File: config.mk
export PLATFORM = sky130hd
export DESIGN_NAME = lock_link_session_controller_unit
export DESIGN_NICKNAME = d
export VERILOG_FILES = /design/src/hdl/llsc_pkg.sv /design/src/hdl/llsc_front.sv /design/src/hdl/llsc_queue.sv /design/src/hdl/llsc_back.sv /design/src/hdl/lock_link_session_controller_unit.sv
export SDC_FILE = /design/constraint.sdc
export NUM_CORES = 1
export LEC_CHECK = 0
export BUFFER_PORTS_ARGS = -buffer_cell sky130_fd_sc_hd__buf_4
export CAP_MARGIN = 0
export CELL_PAD_IN_SITES_DETAIL_PLACEMENT = 0
export CELL_PAD_IN_SITES_GLOBAL_PLACEMENT = 1
export CORE_ASPECT_RATIO = 1.75
export CORE_UTILIZATION = 50
export DETAILED_ROUTE_END_ITERATION = 6
export GPL_TIMING_DRIVEN = 0
export PLACE_DENSITY = 0.88
export SLEW_MARGIN = 20
export SYNTH_ARGS = -nofsm -noshare
export SYNTH_HDL_FRONTEND = slang
export SYNTH_HIERARCHICAL = 1
export SYNTH_SLANG_ARGS = --single-unit
File: constraint.sdc
create_clock -name clk_i -period 9.9 [get_ports clk_i]
set_input_delay 1.98 -clock clk_i [delete_from_list [all_inputs] [get_ports clk_i]]
set_output_delay 1.98 -clock clk_i [all_outputs]
set_load 0.01 [all_outputs]
File: src/hdl/llsc_pkg.sv
package llsc_pkg;

  localparam int unsigned QUEUE_DEPTH = 2;

  localparam logic [1:0] REQ_TICK  = 2'd0;
  localparam logic [1:0] REQ_START = 2'd1;
  localparam logic [1:0] REQ_BYTE  = 2'd2;

  localparam logic [1:0] CFG_CONNECT_TIMEOUT = 2'd0;
  localparam logic [1:0] CFG_SEND_PERIOD     = 2'd1;
  localparam logic [1:0] CFG_ATTEMPT_LIMIT   = 2'd2;

  localparam logic [1:0] ACT_NONE      = 2'd0;
  localparam logic [1:0] ACT_ESTABLISH = 2'd1;
  localparam logic [1:0] ACT_SEND      = 2'd2;
  localparam logic [1:0] ACT_TERMINATE = 2'd3;

  localparam logic [2:0] EVT_NONE            = 3'd0;
  localparam logic [2:0] EVT_CONNECT_TIMEOUT = 3'd1;
  localparam logic [2:0] EVT_SEND_TIMEOUT    = 3'd2;
  localparam logic [2:0] EVT_CONNECTED       = 3'd3;
  localparam logic [2:0] EVT_EXECUTED        = 3'd4;

  localparam logic [47:0] FRAME_UNLOCK = 48'h0C030501090D;
  localparam logic [47:0] FRAME_LOCK   = 48'h0C030500080D;

  localparam logic [7:0] RX_HEADER  = 8'h0C;
  localparam logic [7:0] ACK_CMD    = 8'h80;
  localparam logic [7:0] ACK_RESULT = 8'h05;

  localparam logic [7:0] RST_CONNECT_TIMEOUT = 8'd20;
  localparam logic [3:0] RST_SEND_PERIOD     = 4'd3;
  localparam logic [3:0] RST_ATTEMPT_LIMIT   = 4'd3;

  typedef enum logic [1:0] {
    KIND_TICK,
    KIND_START,
    KIND_BYTE,
    KIND_NONE
  } kind_e;

  typedef struct packed {
    kind_e       kind;
    logic [47:0] peer_address;
    logic        unlock;
    logic        link_up;
    logic [7:0]  rx_byte;
    logic        rx_last;
  } item_t;

endpackage

File: src/hdl/llsc_front.sv
module llsc_front (
  input  logic                 in_valid_i,
  output logic                 in_stall_o,
  input  logic [1:0]           req_type_i,
  input  logic [47:0]          peer_address_i,
  input  logic                 unlock_i,
  input  logic                 link_up_i,
  input  logic [7:0]           rx_byte_i,
  input  logic                 rx_last_i,
  input  logic                 q_full_i,
  output logic                 push_o,
  output llsc_pkg::item_t      item_o
);

  llsc_pkg::kind_e kind;

  always_comb begin
    case (req_type_i)
      llsc_pkg::REQ_TICK:  kind = llsc_pkg::KIND_TICK;
      llsc_pkg::REQ_START: kind = llsc_pkg::KIND_START;
      llsc_pkg::REQ_BYTE:  kind = llsc_pkg::KIND_BYTE;
      default:             kind = llsc_pkg::KIND_NONE;
    endcase
  end

  assign in_stall_o = q_full_i;
  assign push_o     = in_valid_i & ~q_full_i;

  assign item_o.kind         = kind;
  assign item_o.peer_address = peer_address_i;
  assign item_o.unlock       = unlock_i;
  assign item_o.link_up      = link_up_i;
  assign item_o.rx_byte      = rx_byte_i;
  assign item_o.rx_last      = rx_last_i;

endmodule

File: src/hdl/llsc_queue.sv
module llsc_queue #(
  parameter int unsigned Depth = llsc_pkg::QUEUE_DEPTH
) (
  input  logic            clk_i,
  input  logic            rst_ni,
  input  logic            push_i,
  input  llsc_pkg::item_t item_i,
  input  logic            pop_i,
  output llsc_pkg::item_t item_o,
  output logic            full_o,
  output logic            empty_o
);

  localparam int unsigned PtrW = (Depth > 1) ? $clog2(Depth) : 1;
  localparam int unsigned CntW = $clog2(Depth + 1);
  localparam logic [PtrW-1:0] LastPtr = PtrW'(Depth - 1);
  localparam logic [CntW-1:0] FullCnt = CntW'(Depth);

  llsc_pkg::item_t mem_q [Depth];
  logic [PtrW-1:0] wr_ptr_q, wr_ptr_d;
  logic [PtrW-1:0] rd_ptr_q, rd_ptr_d;
  logic [CntW-1:0] count_q, count_d;
  logic            do_push;
  logic            do_pop;

  assign full_o  = (count_q == FullCnt);
  assign empty_o = (count_q == '0);
  assign do_push = push_i & ~full_o;
  assign do_pop  = pop_i & ~empty_o;
  assign item_o  = mem_q[rd_ptr_q];

  always_comb begin
    wr_ptr_d = wr_ptr_q;
    rd_ptr_d = rd_ptr_q;
    count_d  = count_q;
    if (do_push) begin
      wr_ptr_d = (wr_ptr_q == LastPtr) ? '0 : wr_ptr_q + PtrW'(1);
    end
    if (do_pop) begin
      rd_ptr_d = (rd_ptr_q == LastPtr) ? '0 : rd_ptr_q + PtrW'(1);
    end
    if (do_push && !do_pop) begin
      count_d = count_q + CntW'(1);
    end else if (!do_push && do_pop) begin
      count_d = count_q - CntW'(1);
    end
  end

  always_ff @(posedge clk_i or negedge rst_ni) begin
    if (!rst_ni) begin
      wr_ptr_q <= '0;
      rd_ptr_q <= '0;
      count_q  <= '0;
    end else begin
      wr_ptr_q <= wr_ptr_d;
      rd_ptr_q <= rd_ptr_d;
      count_q  <= count_d;
    end
  end

  always_ff @(posedge clk_i) begin
    if (do_push) begin
      mem_q[wr_ptr_q] <= item_i;
    end
  end

endmodule

File: src/hdl/llsc_back.sv
module llsc_back (
  input  logic            clk_i,
  input  logic            rst_ni,
  input  logic            cfg_valid_i,
  input  logic [1:0]      cfg_index_i,
  input  logic [7:0]      cfg_data_i,
  input  logic            q_empty_i,
  input  llsc_pkg::item_t item_i,
  output logic            pop_o,
  output logic            out_valid_o,
  input  logic            out_stall_i,
  output logic [1:0]      action_o,
  output logic [47:0]     link_address_o,
  output logic [47:0]     command_frame_o,
  output logic [2:0]      event_res_o,
  output logic            frame_valid_o,
  output logic [1:0]      phase_o
);

  localparam logic [1:0] PH_IDLE    = 2'd0;
  localparam logic [1:0] PH_CONNECT = 2'd1;
  localparam logic [1:0] PH_SEND    = 2'd2;

  logic [7:0]  conn_timeout_q;
  logic [3:0]  send_period_q;
  logic [3:0]  attempt_limit_q;

  logic [1:0]  phase_q, phase_d;
  logic        unlock_q, unlock_d;
  logic [7:0]  conn_ticks_q, conn_ticks_d;
  logic [3:0]  tick_phase_q, tick_phase_d;
  logic [4:0]  attempts_q, attempts_d;
  logic [7:0]  rx_count_q, rx_count_d;
  logic [7:0]  rx_length_q, rx_length_d;
  logic [7:0]  rx_sum_q, rx_sum_d;
  logic [1:0]  rx_flags_q, rx_flags_d;
  logic [7:0]  rx_cmd_q, rx_cmd_d;
  logic [7:0]  rx_pay_q, rx_pay_d;

  logic        out_valid_q, out_valid_d;
  logic [1:0]  action_q, action_d;
  logic [47:0] link_addr_q, link_addr_d;
  logic [47:0] frame_q, frame_d;
  logic [2:0]  event_q, event_d;
  logic        fvalid_q, fvalid_d;

  logic [3:0]  period;
  logic [4:0]  tick_inc;
  logic [7:0]  byte_in;
  logic [7:0]  len_new;
  logic        frame_ok;

  assign pop_o   = ~q_empty_i & (~out_valid_q | ~out_stall_i);
  assign period  = (send_period_q == 4'd0) ? 4'd1 : send_period_q;
  assign tick_inc = {1'b0, tick_phase_q} + 5'd1;
  assign byte_in = item_i.rx_byte;
  assign len_new = (rx_count_q == 8'd1) ? byte_in : rx_length_q;

  always_comb begin
    phase_d      = phase_q;
    unlock_d     = unlock_q;
    conn_ticks_d = conn_ticks_q;
    tick_phase_d = tick_phase_q;
    attempts_d   = attempts_q;
    rx_count_d   = rx_count_q;
    rx_length_d  = rx_length_q;
    rx_sum_d     = rx_sum_q;
    rx_flags_d   = rx_flags_q;
    rx_cmd_d     = rx_cmd_q;
    rx_pay_d     = rx_pay_q;
    action_d     = llsc_pkg::ACT_NONE;
    link_addr_d  = '0;
    frame_d      = '0;
    event_d      = llsc_pkg::EVT_NONE;
    fvalid_d     = 1'b0;
    frame_ok     = 1'b0;
    out_valid_d  = out_valid_q & out_stall_i;

    if (pop_o) begin
      out_valid_d = 1'b1;
      case (item_i.kind)
        llsc_pkg::KIND_TICK: begin
          case (phase_q)
            PH_IDLE: begin
              if (item_i.link_up) begin
                action_d = llsc_pkg::ACT_TERMINATE;
              end
            end
            PH_CONNECT: begin
              if (conn_ticks_q >= conn_timeout_q) begin
                conn_ticks_d = '0;
                phase_d      = PH_IDLE;
                event_d      = llsc_pkg::EVT_CONNECT_TIMEOUT;
              end else if (item_i.link_up) begin
                conn_ticks_d = '0;
                phase_d      = PH_SEND;
                event_d      = llsc_pkg::EVT_CONNECTED;
              end else begin
                conn_ticks_d = conn_ticks_q + 8'd1;
              end
            end
            PH_SEND: begin
              tick_phase_d = (tick_inc >= {1'b0, period}) ? 4'd0 : tick_inc[3:0];
              if (tick_phase_q == 4'd0) begin
                if (attempts_q > {1'b0, attempt_limit_q}) begin
                  attempts_d = '0;
                  phase_d    = PH_IDLE;
                  event_d    = llsc_pkg::EVT_SEND_TIMEOUT;
                end else begin
                  attempts_d = attempts_q + 5'd1;
                  action_d   = llsc_pkg::ACT_SEND;
                  frame_d    = unlock_q ? llsc_pkg::FRAME_UNLOCK : llsc_pkg::FRAME_LOCK;
                end
              end
            end
            default: begin
              phase_d = PH_IDLE;
            end
          endcase
        end
        llsc_pkg::KIND_START: begin
          action_d     = llsc_pkg::ACT_ESTABLISH;
          link_addr_d  = item_i.peer_address;
          phase_d      = PH_CONNECT;
          conn_ticks_d = '0;
          unlock_d     = item_i.unlock;
        end
        llsc_pkg::KIND_BYTE: begin
          if (rx_count_q == 8'd0) begin
            rx_flags_d = {1'b0, byte_in == llsc_pkg::RX_HEADER};
          end
          rx_length_d = len_new;
          if (rx_count_q != 8'd0 && {1'b0, rx_count_q} == {1'b0, len_new} + 9'd1
              && byte_in == rx_sum_q) begin
            rx_flags_d[1] = 1'b1;
          end
          if (rx_count_q != 8'd0 && rx_count_q <= len_new) begin
            rx_sum_d = rx_sum_q + byte_in;
          end
          if (rx_count_q == 8'd2) begin
            rx_cmd_d = byte_in;
          end
          if (rx_count_q == 8'd3) begin
            rx_pay_d = byte_in;
          end
          if (rx_count_q != 8'd255) begin
            rx_count_d = rx_count_q + 8'd1;
          end
          if (item_i.rx_last) begin
            frame_ok = (rx_count_q != 8'd255) && (rx_flags_d == 2'b11)
                       && ({2'b0, rx_count_q} + 10'd1 == {2'b0, len_new} + 10'd3);
            fvalid_d = frame_ok;
            if (frame_ok && rx_count_q >= 8'd3 && rx_cmd_d == llsc_pkg::ACK_CMD
                && rx_pay_d == llsc_pkg::ACK_RESULT) begin
              phase_d      = PH_IDLE;
              tick_phase_d = '0;
              attempts_d   = '0;
              event_d      = llsc_pkg::EVT_EXECUTED;
            end
            rx_count_d  = '0;
            rx_length_d = '0;
            rx_sum_d    = '0;
            rx_flags_d  = '0;
            rx_cmd_d    = '0;
            rx_pay_d    = '0;
          end
        end
        default: begin
        end
      endcase
    end
  end

  always_ff @(posedge clk_i or negedge rst_ni) begin
    if (!rst_ni) begin
      conn_timeout_q  <= llsc_pkg::RST_CONNECT_TIMEOUT;
      send_period_q   <= llsc_pkg::RST_SEND_PERIOD;
      attempt_limit_q <= llsc_pkg::RST_ATTEMPT_LIMIT;
    end else if (cfg_valid_i) begin
      case (cfg_index_i)
        llsc_pkg::CFG_CONNECT_TIMEOUT: conn_timeout_q  <= cfg_data_i;
        llsc_pkg::CFG_SEND_PERIOD:     send_period_q   <= cfg_data_i[3:0];
        llsc_pkg::CFG_ATTEMPT_LIMIT:   attempt_limit_q <= cfg_data_i[3:0];
        default: begin
        end
      endcase
    end
  end

  always_ff @(posedge clk_i or negedge rst_ni) begin
    if (!rst_ni) begin
      phase_q      <= PH_IDLE;
      unlock_q     <= 1'b0;
      conn_ticks_q <= '0;
      tick_phase_q <= '0;
      attempts_q   <= '0;
      rx_count_q   <= '0;
      rx_length_q  <= '0;
      rx_sum_q     <= '0;
      rx_flags_q   <= '0;
      rx_cmd_q     <= '0;
      rx_pay_q     <= '0;
      out_valid_q  <= 1'b0;
    end else begin
      phase_q      <= phase_d;
      unlock_q     <= unlock_d;
      conn_ticks_q <= conn_ticks_d;
      tick_phase_q <= tick_phase_d;
      attempts_q   <= attempts_d;
      rx_count_q   <= rx_count_d;
      rx_length_q  <= rx_length_d;
      rx_sum_q     <= rx_sum_d;
      rx_flags_q   <= rx_flags_d;
      rx_cmd_q     <= rx_cmd_d;
      rx_pay_q     <= rx_pay_d;
      out_valid_q  <= out_valid_d;
    end
  end

  always_ff @(posedge clk_i) begin
    if (pop_o) begin
      action_q    <= action_d;
      link_addr_q <= link_addr_d;
      frame_q     <= frame_d;
      event_q     <= event_d;
      fvalid_q    <= fvalid_d;
    end
  end

  assign out_valid_o     = out_valid_q;
  assign action_o        = action_q;
  assign link_address_o  = link_addr_q;
  assign command_frame_o = frame_q;
  assign event_res_o     = event_q;
  assign frame_valid_o   = fvalid_q;
  assign phase_o         = phase_q;

endmodule

File: src/hdl/lock_link_session_controller_unit.sv
// Lock/unlock session controller: takes ticks, start requests and received
// frame bytes, one per beat, and answers every beat with exactly one result
// (link action, command frame, session event, frame check and current phase).
// A front stage decodes each beat into a small queue, and a back stage runs
// the session state and frame checker and holds the result in an output
// register. It sustains one beat per clock while the output is not stalled; a beat
// is registered in the queue and then its result in the output register, and the
// queue lets input flow on while a result waits, until it fills. The cfg port writes
// registers (index: connect timeout, send period, attempt limit); the user must do so
// only while no beat is in flight, which is not enforced. cfg_ready_o is always high.
module lock_link_session_controller_unit #(
  parameter int unsigned QueueDepth = llsc_pkg::QUEUE_DEPTH
) (
  input  logic        clk_i,
  input  logic        rst_ni,
  input  logic        in_valid_i,
  output logic        in_stall_o,
  input  logic [1:0]  req_type_i,
  input  logic [47:0] peer_address_i,
  input  logic        unlock_i,
  input  logic        link_up_i,
  input  logic [7:0]  rx_byte_i,
  input  logic        rx_last_i,
  output logic        out_valid_o,
  input  logic        out_stall_i,
  output logic [1:0]  action_o,
  output logic [47:0] link_address_o,
  output logic [47:0] command_frame_o,
  output logic [2:0]  event_res_o,
  output logic        frame_valid_o,
  output logic [1:0]  phase_o,
  input  logic        cfg_valid_i,
  output logic        cfg_ready_o,
  input  logic [1:0]  cfg_index_i,
  input  logic [7:0]  cfg_data_i
);

  llsc_pkg::item_t front_item;
  llsc_pkg::item_t back_item;
  logic            push;
  logic            pop;
  logic            q_full;
  logic            q_empty;

  assign cfg_ready_o = 1'b1;

  llsc_front u_front (
    .in_valid_i     (in_valid_i),
    .in_stall_o     (in_stall_o),
    .req_type_i     (req_type_i),
    .peer_address_i (peer_address_i),
    .unlock_i       (unlock_i),
    .link_up_i      (link_up_i),
    .rx_byte_i      (rx_byte_i),
    .rx_last_i      (rx_last_i),
    .q_full_i       (q_full),
    .push_o         (push),
    .item_o         (front_item)
  );

  llsc_queue #(
    .Depth (QueueDepth)
  ) u_queue (
    .clk_i   (clk_i),
    .rst_ni  (rst_ni),
    .push_i  (push),
    .item_i  (front_item),
    .pop_i   (pop),
    .item_o  (back_item),
    .full_o  (q_full),
    .empty_o (q_empty)
  );

  llsc_back u_back (
    .clk_i           (clk_i),
    .rst_ni          (rst_ni),
    .cfg_valid_i     (cfg_valid_i & cfg_ready_o),
    .cfg_index_i     (cfg_index_i),
    .cfg_data_i      (cfg_data_i),
    .q_empty_i       (q_empty),
    .item_i          (back_item),
    .pop_o           (pop),
    .out_valid_o     (out_valid_o),
    .out_stall_i     (out_stall_i),
    .action_o        (action_o),
    .link_address_o  (link_address_o),
    .command_frame_o (command_frame_o),
    .event_res_o     (event_res_o),
    .frame_valid_o   (frame_valid_o),
    .phase_o         (phase_o)
  );

endmodule
Yosys cells after proc, flatten, opt, wreduce, memory -nomap -nowiden:

Memory sizes are Yosys's and may differ from the RTL's.
Cells that the tools add are included.

* output and inout bits: 107
* input port bits: 76
* logic and storage cells: 190
* memories kept: 1
* memory bits (writable): 122
* flip-flop bits (word level): 185

Memory list
* u_queue.mem_q: words 2, bits a word 61, read ports 1, clocked after Yosys merged registers in 0, write ports 1, line llsc_queue.sv:19 `llsc_pkg::item_t mem_q [Depth];`

* add/sub/neg operators: 12
* bitwise gates (word level): 13
* $lt $le $gt $ge: 5
* mux-type cells: 67
* eq/ne operators: 29
* reduce and logical (&&, ||, !) cells: 40

Operators with widths (count)
* 8-bit two-way mux: 17
* 2-bit two-way mux: 17
* 5-bit two-way mux: 5
* 4-bit two-way mux: 5
* 8-bit by 1-bit adder with 9-bit output (second input constant): 2
* 2-bit case mux with 3 select lines: 3
* 17-bit two-way mux: 1
* 8-bit by 1-bit adder with 8-bit output (second input constant): 2
* 8-bit by 2-bit equality test with 1-bit output (second input constant): 2
* 8-bit case mux with 2 select lines: 1
* 2-bit equality test (second input constant): 6
* 3-bit two-way mux: 4
* 3-bit case mux with 2 select lines: 2
* 2-bit AND reduction: 6
* 10-bit equality test: 1
* 1-bit logical AND: 10
* 2-bit zero test: 5
* 5-bit case mux with 2 select lines: 1
* 2-bit nonzero test: 5
* 8-bit by 2-bit adder with 9-bit output (second input constant): 1
* 8-bit by 9-bit equality test with 1-bit output: 1
* 3-bit AND reduction: 3
* 8-bit adder: 1
* 2-bit by 1-bit equality test with 1-bit output (second input constant): 4
* other kinds (35): 61

Longest topological paths before layout:

Gate-level depths: netlist (run 1).

* depth after elaboration: 18
* depth in mapped cells: 16
* gate-level depth less buffers: 15

By module:

Netlist (run 1), hierarchy kept.

Modules (own cells, without submodules)
* llsc_back: sequential area each 3666.0 µm², times used 1, area an instance 8079.0 µm², cells each 813
* llsc_queue: sequential area each 3763.6 µm², times used 1, area an instance 4899.7 µm², cells each 209
* llsc_front: sequential area each 0.0 µm², times used 1, area an instance 471.7 µm², cells each 63
* lock_link_session_controller_unit: sequential area each 0.0 µm², times used 1, area an instance 11.3 µm², cells each 2

Worst setup path after synthesis (run 1):

Ideal clock, no wire load.

* path type: input port to flip-flop
* from: input port in_valid_i
* to: memory u_queue/mem_q[0][0] in the netlist's numbering, enable pin
* setup slack: 4674 ps
* required time: 9420 ps
* arrival: 4746 ps
* cell stages on the path: 3
* buffers on the path: 0
* library setup time: 480 ps
* path through: nor2b_4 > nand2_1 > nor2_1

* longest elaborated chain between the ends: 4

Ends and longest elaborated chain
* start: declaration: line lock_link_session_controller_unit.sv:16 `input logic in_valid_i,`
* 1-bit AND: line llsc_front.sv:27 `assign push_o = in_valid_i & ~q_full_i;`
* 1-bit AND: line llsc_queue.sv:28 `assign do_push = push_i & ~full_o;`
* 1-bit two-way mux: line llsc_queue.sv:62 `if (do_push) begin`
* 1-bit two-way mux (not written as such): line llsc_queue.sv:63 `mem_q[wr_ptr_q] <= item_i;`
* end: declaration: line llsc_queue.sv:19

No other way between the ends.

Worst setup path after layout (run 1):

* from: register u_back.rx_count_q[1]
* to: register u_back.attempts_q[0]

* longest elaborated chain between the ends: 17
* elaborated cells between the ends (all ways): 37
* those cells by class: add/sub: 3; order compare: 1; eq/ne: 10; mux: 13; reduce/logical: 10

Ends and longest elaborated chain
* start: declaration: line llsc_back.sv:33 `logic [7:0] rx_count_q, rx_count_d;`
* start signal: assignment: line llsc_back.sv:210 `rx_count_q <= rx_count_d;`
* 8-bit by 1-bit equality test with 1-bit output: line llsc_back.sv:57 `assign len_new = (rx_count_q == 8'd1) ? byte_in : rx_length_q;`
* 8-bit two-way mux: line llsc_back.sv:57
* 8-bit by 1-bit adder with 9-bit output: line llsc_back.sv:133 `if (rx_count_q != 8'd0 && {1'b0, rx_count_q} == {1'b0, len_new} + 9'd1`
* 8-bit by 9-bit equality test with 1-bit output: line llsc_back.sv:133
* 1-bit logical AND: line llsc_back.sv:133
* 1-bit logical AND: line llsc_back.sv:134 `&& byte_in == rx_sum_q) begin`
* 1-bit two-way mux: line llsc_back.sv:133
* 1-bit two-way mux: line llsc_back.sv:81 `case (item_i.kind)`
* 1-bit two-way mux: line llsc_back.sv:79 `if (pop_o) begin`
* 2-bit equality test: line llsc_back.sv:150 `frame_ok = (rx_count_q != 8'd255) && (rx_flags_d == 2'b11)`
* 1-bit logical AND: line llsc_back.sv:150
* 1-bit logical AND: line llsc_back.sv:151 `&& ({2'b0, rx_count_q} + 10'd1 == {2'b0, len_new} + 10'd3);`
* 1-bit logical AND (2 in series): line llsc_back.sv:153 `if (frame_ok && rx_count_q >= 8'd3 && rx_cmd_d == llsc_pkg::ACK_CMD`
* 1-bit logical AND (*): line llsc_back.sv:154 `&& rx_pay_d == llsc_pkg::ACK_RESULT) begin`
* 2-bit by 1-bit != test with 1-bit output (no source line) (*)
* 6-bit AND reduction (no source line) (*)
* end signal: assignment: line llsc_back.sv:209 `attempts_q <= attempts_d;`
* end: declaration: line llsc_back.sv:32 `logic [4:0] attempts_q, attempts_d;`

Every way passes the cells marked *; elsewhere a longest branch is shown, timed or not. The select of a mux whose other input is x is not followed.
A chain may end at the register's enable or synchronous reset.

==> out/summary.log, run 1 <==
qor: status.status finished, final reports clean
qor: yosys.post_synth_num_cell_types 75
qor: layout.nNetsFinal 1362
qor: cts.cts_hold_buffers 0
qor: yosys.yosys_warnings 6
qor: timing.clock.fmax 197 MHz
qor: layout.n_fill_cell 2153
qor: critical_path.path_depth 14
qor: detailed_routing.detailroute.wirelength.met3 1720 um
qor: critical_path.r2r-start u_back/rx_count_q[1]
qor: place.placed_cells 1533
qor: cts.cts_tree yes
qor: critical_path.end_kind register
qor: pwr.p_comb_frac 0.411
qor: critical_path.crit_type register to register
qor: critical_path.r2r-end u_back/attempts_q[0]
qor: critical_path.cp_slowest_stage_delay 0.73 ns
qor: worst_hold_path.timing.hold.worst.class register to register
qor: place.place_area 14700 um2
qor: critical_path.path_max_fanout 10
qor: yosys.flip_flop_and_latch_count_after_synthesis 261
qor: cts.clk_transition_reported_paths 0.07 ns
qor: detailed_routing.detail_route.first_pass.iterations 5
qor: place.finalWeightedCongestion 0.906
qor: worst_hold_path.min_delay_worst_endpoint u_back/rx_pay_q[7]
qor: detailed_routing.routedWlPerCell 17.7 um
qor: cts.numCtsBuffers 25
qor: timing.worst_hold_slack 0.505 ns
qor: yosys.async_reset_ff_frac 0.318
qor: detailed_routing.dr_wl_met2 15300 um
qor: grt.grt_max_degree 84
qor: layout.core_occupancy_in_the_finished_layout 0.585
qor: worst_hold_path.hold-path-cell-count 2
qor: critical_path.worst_ep_required_time 10.29 ns
qor: critical_path.crit_slowest_cell sky130_fd_sc_hd__o31ai_1
qor: layout.antenna_cells 0
qor: pwr.switching_share 0.345
qor: run.maxcap_violations 0
qor: timing.period_share 0.513
qor: pwr.peakVddDrop 194 uV
qor: timing.finalWorstSetupSlack 4.82 ns
qor: timing.totalNegativeSetupSlack 0 ns
qor: grt.grt_pass1_wl 44500 um
qor: critical_path.regToRegSetupSlack 4.82 ns
qor: floorplanning.effective_utilization_at_floorplan 0.508
qor: place.pre_cts_ws 4.87 ns
qor: layout.multiInputGateArea 4920 um2
qor: floorplanning.dieHeight 219 um
qor: floorplanning.core.rowCount 79
qor: critical_path.crit_path_frequent_cell sky130_fd_sc_hd__ha_1
qor: yosys.postSynth.topFlopCell sky130_fd_sc_hd__edfxtp_1
qor: yosys.syn_area_per_cell 12.4 um2
qor: cts.cts-root-to-sink-buffers 3
qor: cts.clock_sinks 261
qor: layout.layout.cells.most_common sky130_fd_sc_hd__buf_4
qor: floorplanning.core-area 26500 um2
qor: pwr.power.net_switching 1.54 mW
qor: timing.fin_crit 5.08 ns
qor: layout.fin_cells 1578
qor: pwr.power 4.47 mW
qor: grt.gr-total-overflow 0
qor: yosys.syn_inst 1087
qor: critical_path.critical_path.cell_chain inv_1, ha_1, nor3b_2, nand2_2, buf_1, mux2i_1, ha_1, xor2_1, a211oi_1, nand3_1, nor4_1, a41oi_1, o31ai_1, a31oi_1
qor: cts.cts.repair_timing.setup_buffer_count 0
qor: timing.final-max-slew-violation-count 0
qor: pwr.p_leak 6.64 nW
qor: timing.finalHoldViolCount 0
qor: timing.timing.max_slew.rel_slack 0.458
qor: layout.final_area 15500 um2
qor: critical_path.start_kind register
qor: place.detailedPlacementHpwl 20500 um
qor: pwr.power_density 288 nW/um2
qor: critical_path.worst-path-buf-inv 2
qor: detailed_routing.route.final.wire_length 27900 um
qor: worst_hold_path.hp-start u_back/rx_pay_q[7]
qor: grt.first_global_vias 8586
qor: detailed_routing.vias 8413
qor: cts.clock_latency_late_sink 0.54 ns
qor: detailed_routing.route.layer.met1.wl 10100 um
qor: place.portBuffers 84
qor: grt.antenna_found_initial 0
qor: critical_path.worst-r2r-cell-count 14
qor: timing.worstMarginPinSlew 0.813 ns
qor: detailed_routing.drt_drc_violations_left 0
qor: layout.synthToLayoutAreaGrowth 15.2%
qor: floorplanning.top_level_ports 183
qor: critical_path.critPathTopFamily compound AO/OA/AOI/OAI gates
qor: cts.post_cts_resize_count 0
qor: yosys.netlist_area 13500 um2
qor: grt.gr-usage-all-layers 0.207
qor: detailed_routing.dr.max_layer_used met4
qor: timing.setup-violations-final 0
qor: detailed_routing.vias_per_cell 5.33
qor: timing.worst_clock_skew 0.0269 ns
qor: layout.final_cell_mix 190 x sky130_fd_sc_hd__buf_4, 178 x sky130_fd_sc_hd__edfxtp_1, 77 x sky130_fd_sc_hd__dfrtp_1
qor: yosys.yosysSeqAreaShare 0.552
qor: floorplanning.die-width 126 um
qor: detailed_routing.detail_route.iter0.violations 452
qor: cts.cts-root-buf sky130_fd_sc_hd__clkbuf_16
qor: pwr.power.sequential.fraction 0.382
qor: pwr.clock_power_share 0.207
qor: yosys.synth-edff-count 178
qor: floorplanning.die_outline_area 27600 um2
qor: cts.cts_max_level 1
qor: timing.unrepaired_setup_endpoints_after_global_routing no
qor: layout.final-seq-area 7430 um2
qor: pwr.intPower 2.92 mW
qor: layout.layout-drive-gt1-share 0.267
qor: critical_path.timing.critical_path.arrival 5.47 ns
qor: detailed_routing.route.antenna.remaining_nets 0
==> registers in the layout, indices dropped and copies added (netlist names), 3 cells and up <==
signal,cells
u_back/attempt_limit_q,4
u_back/rx_sum_q,8
u_back/link_address_o,48
u_back/send_period_q,4
u_back/event_res_o,3
u_back/conn_timeout_q,8
u_back/attempts_q,5
u_queue/mem_q,122
u_back/rx_count_q,8
u_back/rx_pay_q,8
u_back/rx_cmd_q,8
u_back/conn_ticks_q,8
u_back/rx_length_q,8
u_back/tick_phase_q,4
==> per-layer routing <==
layer / GRT usage / up-vias
met5: 0 / -
met4: 0.0751 / 0
met3: 0.0458 / 57
met2: 0.396 / 249
met1: 0.219 / 4074
li1: - / 4033
==> how the worst max path moves through the flow <==
stage | end | slack [ns] | from
after floorplan | u_queue/mem_q[0][0] | 4.67 | in_valid_i
after global placement | u_queue/mem_q[0][52] | 3.01 | in_valid_i
after detailed placement | u_back/attempts_q[2] | 4.87 | u_back/rx_count_q[1]
after CTS | u_back/attempts_q[0] | 4.87 | u_back/rx_count_q[1]
after global routing | u_back/attempts_q[4] | 4.41 | u_back/rx_count_q[1]
final | u_back/attempts_q[0] | 4.82 | u_back/rx_count_q[1]
==> worst reg2reg max path, stage by stage, from the launching register on <==
cell	delay, ns
sky130_fd_sc_hd__dfrtp_1	0.50
sky130_fd_sc_hd__inv_1	0.13
sky130_fd_sc_hd__ha_1	0.16
sky130_fd_sc_hd__nor3b_2	0.44
sky130_fd_sc_hd__nand2_2	0.24
sky130_fd_sc_hd__buf_1	0.35
sky130_fd_sc_hd__mux2i_1	0.42
sky130_fd_sc_hd__ha_1	0.35
sky130_fd_sc_hd__xor2_1	0.18
sky130_fd_sc_hd__a211oi_1	0.30
sky130_fd_sc_hd__nand3_1	0.17
sky130_fd_sc_hd__nor4_1	0.46
sky130_fd_sc_hd__a41oi_1	0.37
sky130_fd_sc_hd__o31ai_1	0.73
sky130_fd_sc_hd__a31oi_1	0.17
==> power by group through the flow <==
stage | Combinational (mW) | Clock (mW) | Sequential (mW)
final | 1.83 | 0.925 | 1.71
after global routing | 2.01 | 0.989 | 1.74
after global placement | 1.78 | 0 | 1.73
after CTS | 1.85 | 0.947 | 1.71
after floorplan | 1.22 | 0 | 1.75
after detailed placement | 1.84 | 0 | 1.73
==> Yosys cell counts, types with 15 or more instances <==
cell | instances | area share
sky130_fd_sc_hd__xor2_1 | 15 | 0.0098
sky130_fd_sc_hd__edfxtp_1 | 178 | 0.40
sky130_fd_sc_hd__a21oi_1 | 25 | 0.0093
sky130_fd_sc_hd__mux2_2 | 17 | 0.014
sky130_fd_sc_hd__nand3_1 | 32 | 0.012
sky130_fd_sc_hd__xnor2_1 | 22 | 0.014
sky130_fd_sc_hd__o21ai_0 | 74 | 0.028
sky130_fd_sc_hd__and2_1 | 58 | 0.027
sky130_fd_sc_hd__inv_1 | 48 | 0.013
sky130_fd_sc_hd__ha_1 | 49 | 0.046
sky130_fd_sc_hd__nor2_1 | 35 | 0.0098
sky130_fd_sc_hd__a22oi_1 | 17 | 0.0095
sky130_fd_sc_hd__nand2_1 | 74 | 0.021
sky130_fd_sc_hd__clkbuf_1 | 28 | 0.0078
sky130_fd_sc_hd__mux2_4 | 60 | 0.067
sky130_fd_sc_hd__dfrtp_1 | 77 | 0.14
sky130_fd_sc_hd__buf_4 | 107 | 0.060
==> layout make-up <==
type                            count  area share
Buffer                            147      0.0689
Clock buffer                       30      0.0416
Clock inverter                     15     0.00904
Inverter                           49      0.0122
Multi-Input combinational cell    665       0.318
Sequential cell                   261       0.479
Tap cell                          324      0.0262
Timing Repair Buffer               87      0.0453
==> logic make-up (layout without fill, tap and decap cells) <==
family / after synthesis / count (layout) / synth area share
xor+xnor: 39 / 39 / 0.0274
fa+ha+maj: 50 / 50 / 0.0470
buf+inv: 196 / 328 / 0.0930
compound gates: 171 / 171 / 0.0787
other cells: 2 / 37 / 0.000558
simple gates: 280 / 280 / 0.112
mux: 88 / 88 / 0.0893
flops: 261 / 261 / 0.552
(Power assumes the default switching activity.)
==> run 2: changes to the inputs <==
CORE_UTILIZATION = 47   (was 50)
PLACE_DENSITY = 0.83   (was 0.88)
clock period = 4.8 ns   (was 9.9 ns; I/O delays follow)
==> out/summary.log, run 2 (same netlist as run 1, synthesis figures left out) <==
qor: critical_path.end_kind register
qor: critical_path.worst-path-buf-inv 3 [+1]
qor: critical_path.regToRegSetupSlack 0.30 ns [-4.52 ns]
qor: detailed_routing.route.antenna.remaining_nets 0 [unchanged]
qor: critical_path.cp_slowest_stage_delay 0.48 ns [-0.25 ns]
qor: pwr.intPower 5.99 mW [+100%]
qor: critical_path.cp-endpoint u_back/phase_o[1]
qor: critical_path.r2r-start u_back/rx_count_q[1]
qor: critical_path.crit_slowest_cell sky130_fd_sc_hd__dfrtp_1
qor: pwr.peakVddDrop 388 uV [+100%]
qor: floorplanning.top_level_ports 183 [unchanged]
qor: grt.gr-usage-all-layers 0.197 [-0.00944]
qor: critical_path.critical_path.cell_chain inv_1, ha_1, nor3b_4, nand2_2, clkbuf_2, mux2i_1, inv_1, ha_1, nand3_1, xnor2_1, o32a_1, nor4_2, a41oi_2, o31a_1, mux2_4
qor: grt.grt_max_degree 84 [unchanged]
qor: pwr.clock_power_share 0.200 [-0.007]
qor: timing.worstMarginPinSlew 0.865 ns [+0.0519 ns]
qor: run.maxcap_violations 0 [unchanged]
qor: floorplanning.dieHeight 226 um [+3.1%]
qor: grt.grt_pass1_wl 44500 um [about the same]
qor: cts.clock_sinks 261 [unchanged]
qor: grt.gr_layer_usage_met2 0.376 [-0.0192]
qor: status.status finished, final reports clean
qor: cts.cts_tree yes
qor: timing.unrepaired_setup_endpoints_after_global_routing no
qor: critical_path.r2r-end u_back/phase_o[1]
qor: critical_path.worst-r2r-cell-count 15 [+1]
qor: timing.fin_crit 4.50 ns [-0.585 ns]
qor: timing.clock.fmax 222 MHz [+13%]
qor: detailed_routing.route.final.wire_length 28100 um [+0.44%]
qor: detailed_routing.detail_route.first_pass.iterations 5 [unchanged]
qor: layout.final_cell_mix 190 x sky130_fd_sc_hd__buf_4, 178 x sky130_fd_sc_hd__edfxtp_1, 77 x sky130_fd_sc_hd__dfrtp_1
qor: cts.cts.repair_timing.setup_buffer_count 0 [unchanged]
qor: timing.timing.max_slew.rel_slack 0.422 [-0.0361]
qor: layout.layout.cells.most_common sky130_fd_sc_hd__buf_4
qor: layout.largest-register u_queue/mem_q
qor: detailed_routing.vias_per_cell 5.15 [-3.5%]
qor: timing.totalNegativeSetupSlack 0 ns [unchanged]
qor: pwr.power.net_switching 3.16 mW [+100%]
qor: pwr.power.sequential.fraction 0.384 [+0.002]
qor: grt.antenna_found_initial 0 [unchanged]
qor: cts.clk_transition_reported_paths 0.06 ns [about the same]
qor: timing.setup-violations-final 0 [unchanged]
qor: worst_hold_path.timing.hold.worst.class input pin to async pin
qor: floorplanning.effective_utilization_at_floorplan 0.480 [-0.0287]
qor: floorplanning.die-width 130 um [+3.1%]
qor: layout.layout-drive-gt1-share 0.272 [+0.00478]
qor: critical_path.worst_ep_required_time 5.21 ns [-5.08 ns]
qor: detailed_routing.drt_drc_violations_left 0 [unchanged]
qor: layout.n_fill_cell 2417 [+12%]
qor: cts.cts-root-to-sink-buffers 3 [unchanged]
qor: grt.first_global_vias 8799 [+2.5%]
qor: critical_path.path_depth 15 [+1]
qor: critical_path.timing.critical_path.arrival 4.90 ns [-0.57 ns]
qor: layout.antenna_cells 0 [unchanged]
qor: critical_path.crit_start u_back/rx_count_q[1]
qor: cts.cts_hold_buffers 0 [unchanged]
qor: cts.cts_max_level 1 [unchanged]
qor: grt.gr-usage-met3 0.0464 [+0.000603]
qor: critical_path.start_kind register
qor: floorplanning.core-area 28100 um2 [+6.0%]
qor: critical_path.crit_type register to register
qor: critical_path.critPathTopFamily compound AO/OA/AOI/OAI gates
qor: pwr.power_density 587 nW/um2 [+100%]
qor: detailed_routing.routedWlPerCell 17.2 um [-2.6%]
qor: cts.clock_latency_late_sink 0.52 ns [-0.02 ns]
qor: timing.finalHoldViolCount 0 [unchanged]
qor: floorplanning.core.rowCount 81 [+2.5%]
qor: place.finalWeightedCongestion 0.904 [-0.23%]
qor: layout.nNetsFinal 1362 [unchanged]
qor: pwr.p_leak 6.65 nW [+0.17%]
qor: detailed_routing.detail_route.iter0.violations 341 [-25%]
qor: cts.numCtsBuffers 24 [-4.0%]
qor: place.placed_cells 1583 [+3.3%]
qor: place.portBuffers 84 [unchanged]
qor: grt.grt.met1_usage 0.199 [-0.0195]
qor: cts.cts-root-buf sky130_fd_sc_hd__clkbuf_16
qor: timing.final-max-slew-violation-count 0 [unchanged]
qor: critical_path.path_max_fanout 10 [unchanged]
qor: place.detailedPlacementHpwl 20800 um [+1.8%]
qor: detailed_routing.vias 8374 [-0.46%]
qor: timing.period_share 0.937 [+0.423]
qor: floorplanning.die_outline_area 29300 um2 [+6.3%]
qor: layout.synthToLayoutAreaGrowth 15.8%
qor: layout.largest_reg_flops 122 [unchanged]
qor: layout.fin_cells 1627 [+3.1%]
qor: pwr.p_comb_frac 0.416 [+0.005]
qor: grt.gr-max-usage-layer met2
qor: grt.gr-total-overflow 0 [unchanged]
qor: timing.worst_clock_skew 0.0103 ns [-0.0166 ns]
qor: pwr.switching_share 0.345 [about the same]
-- run 2: metrics by stage --
stage / total power, mW / worst slack, ns / hold WS (ns) / instance area [um2] / utilization
global route: 9.72 / 0.134 / 0.516 / 15600 / 0.555
global placement: 7.26 / -1.04 / 0.475 / 14700 / 0.523
CTS: 9.23 / 0.0952 / 0.509 / 15500 / 0.553
floorplan: 6.13 / 0.594 / 0.442 / 13600 / -
finish: 9.14 / 0.305 / 0.491 / 15600 / 0.555
detailed placement: 7.37 / -0.0905 / 0.493 / 14800 / 0.527
-- run 2: area by class of cell --
class | count | area [um2] | share of cell area
flip-flops and latches | 261 | 7430 | 0.477
multi-input cells | 665 | 4970 | 0.319
plain buffers | 147 | 1070 | 0.0687
repair buffers | 88 | 714 | 0.0458
clock buffers | 30 | 644 | 0.0414
well taps | 373 | 467 | 0.0300
inverters | 49 | 185 | 0.0119
clock inverters | 14 | 103 | 0.00658
-- run 2: layer usage --
metal  wire length [um]  vias to the layer above
met1               9930                     4038
li1                   -                     4033
met3               1840                       62
met4               1070                        0
met5                  0                        -
met2              15200                      241
-- run 2: timing repair --
action | in CTS | in global routing
setup endpoints to repair | 5 | 11
gates resized for setup | 1 | 7
endpoints found under the hold margin | 0 | 0
-- run 2: how the worst min path moves through the flow --
stage	slack, ns	cells past startpoint	to	start
final	0.49	1	u_back/attempts_q[1]	rst_ni
after global routing	0.52	1	u_back/send_period_q[2]	u_back/send_period_q[2]
after CTS	0.51	1	u_back/send_period_q[2]	u_back/send_period_q[2]
after detailed placement	0.49	1	u_back/rx_sum_q[0]	u_back/rx_sum_q[0]
after global placement	0.47	1	u_queue/wr_ptr_q	u_queue/wr_ptr_q
after floorplan	0.44	2	u_back/rx_flags_q[1]	u_back/rx_flags_q[1]
-- run 2: power groups by stage --
stage | Clock, mW | Combinational [mW] | Sequential (mW)
finish | 1.83 | 3.81 | 3.51
global route | 1.97 | 4.18 | 3.57
CTS | 1.89 | 3.83 | 3.51
detailed placement | 0 | 3.82 | 3.55
global placement | 0 | 3.68 | 3.57
floorplan | 0 | 2.52 | 3.61
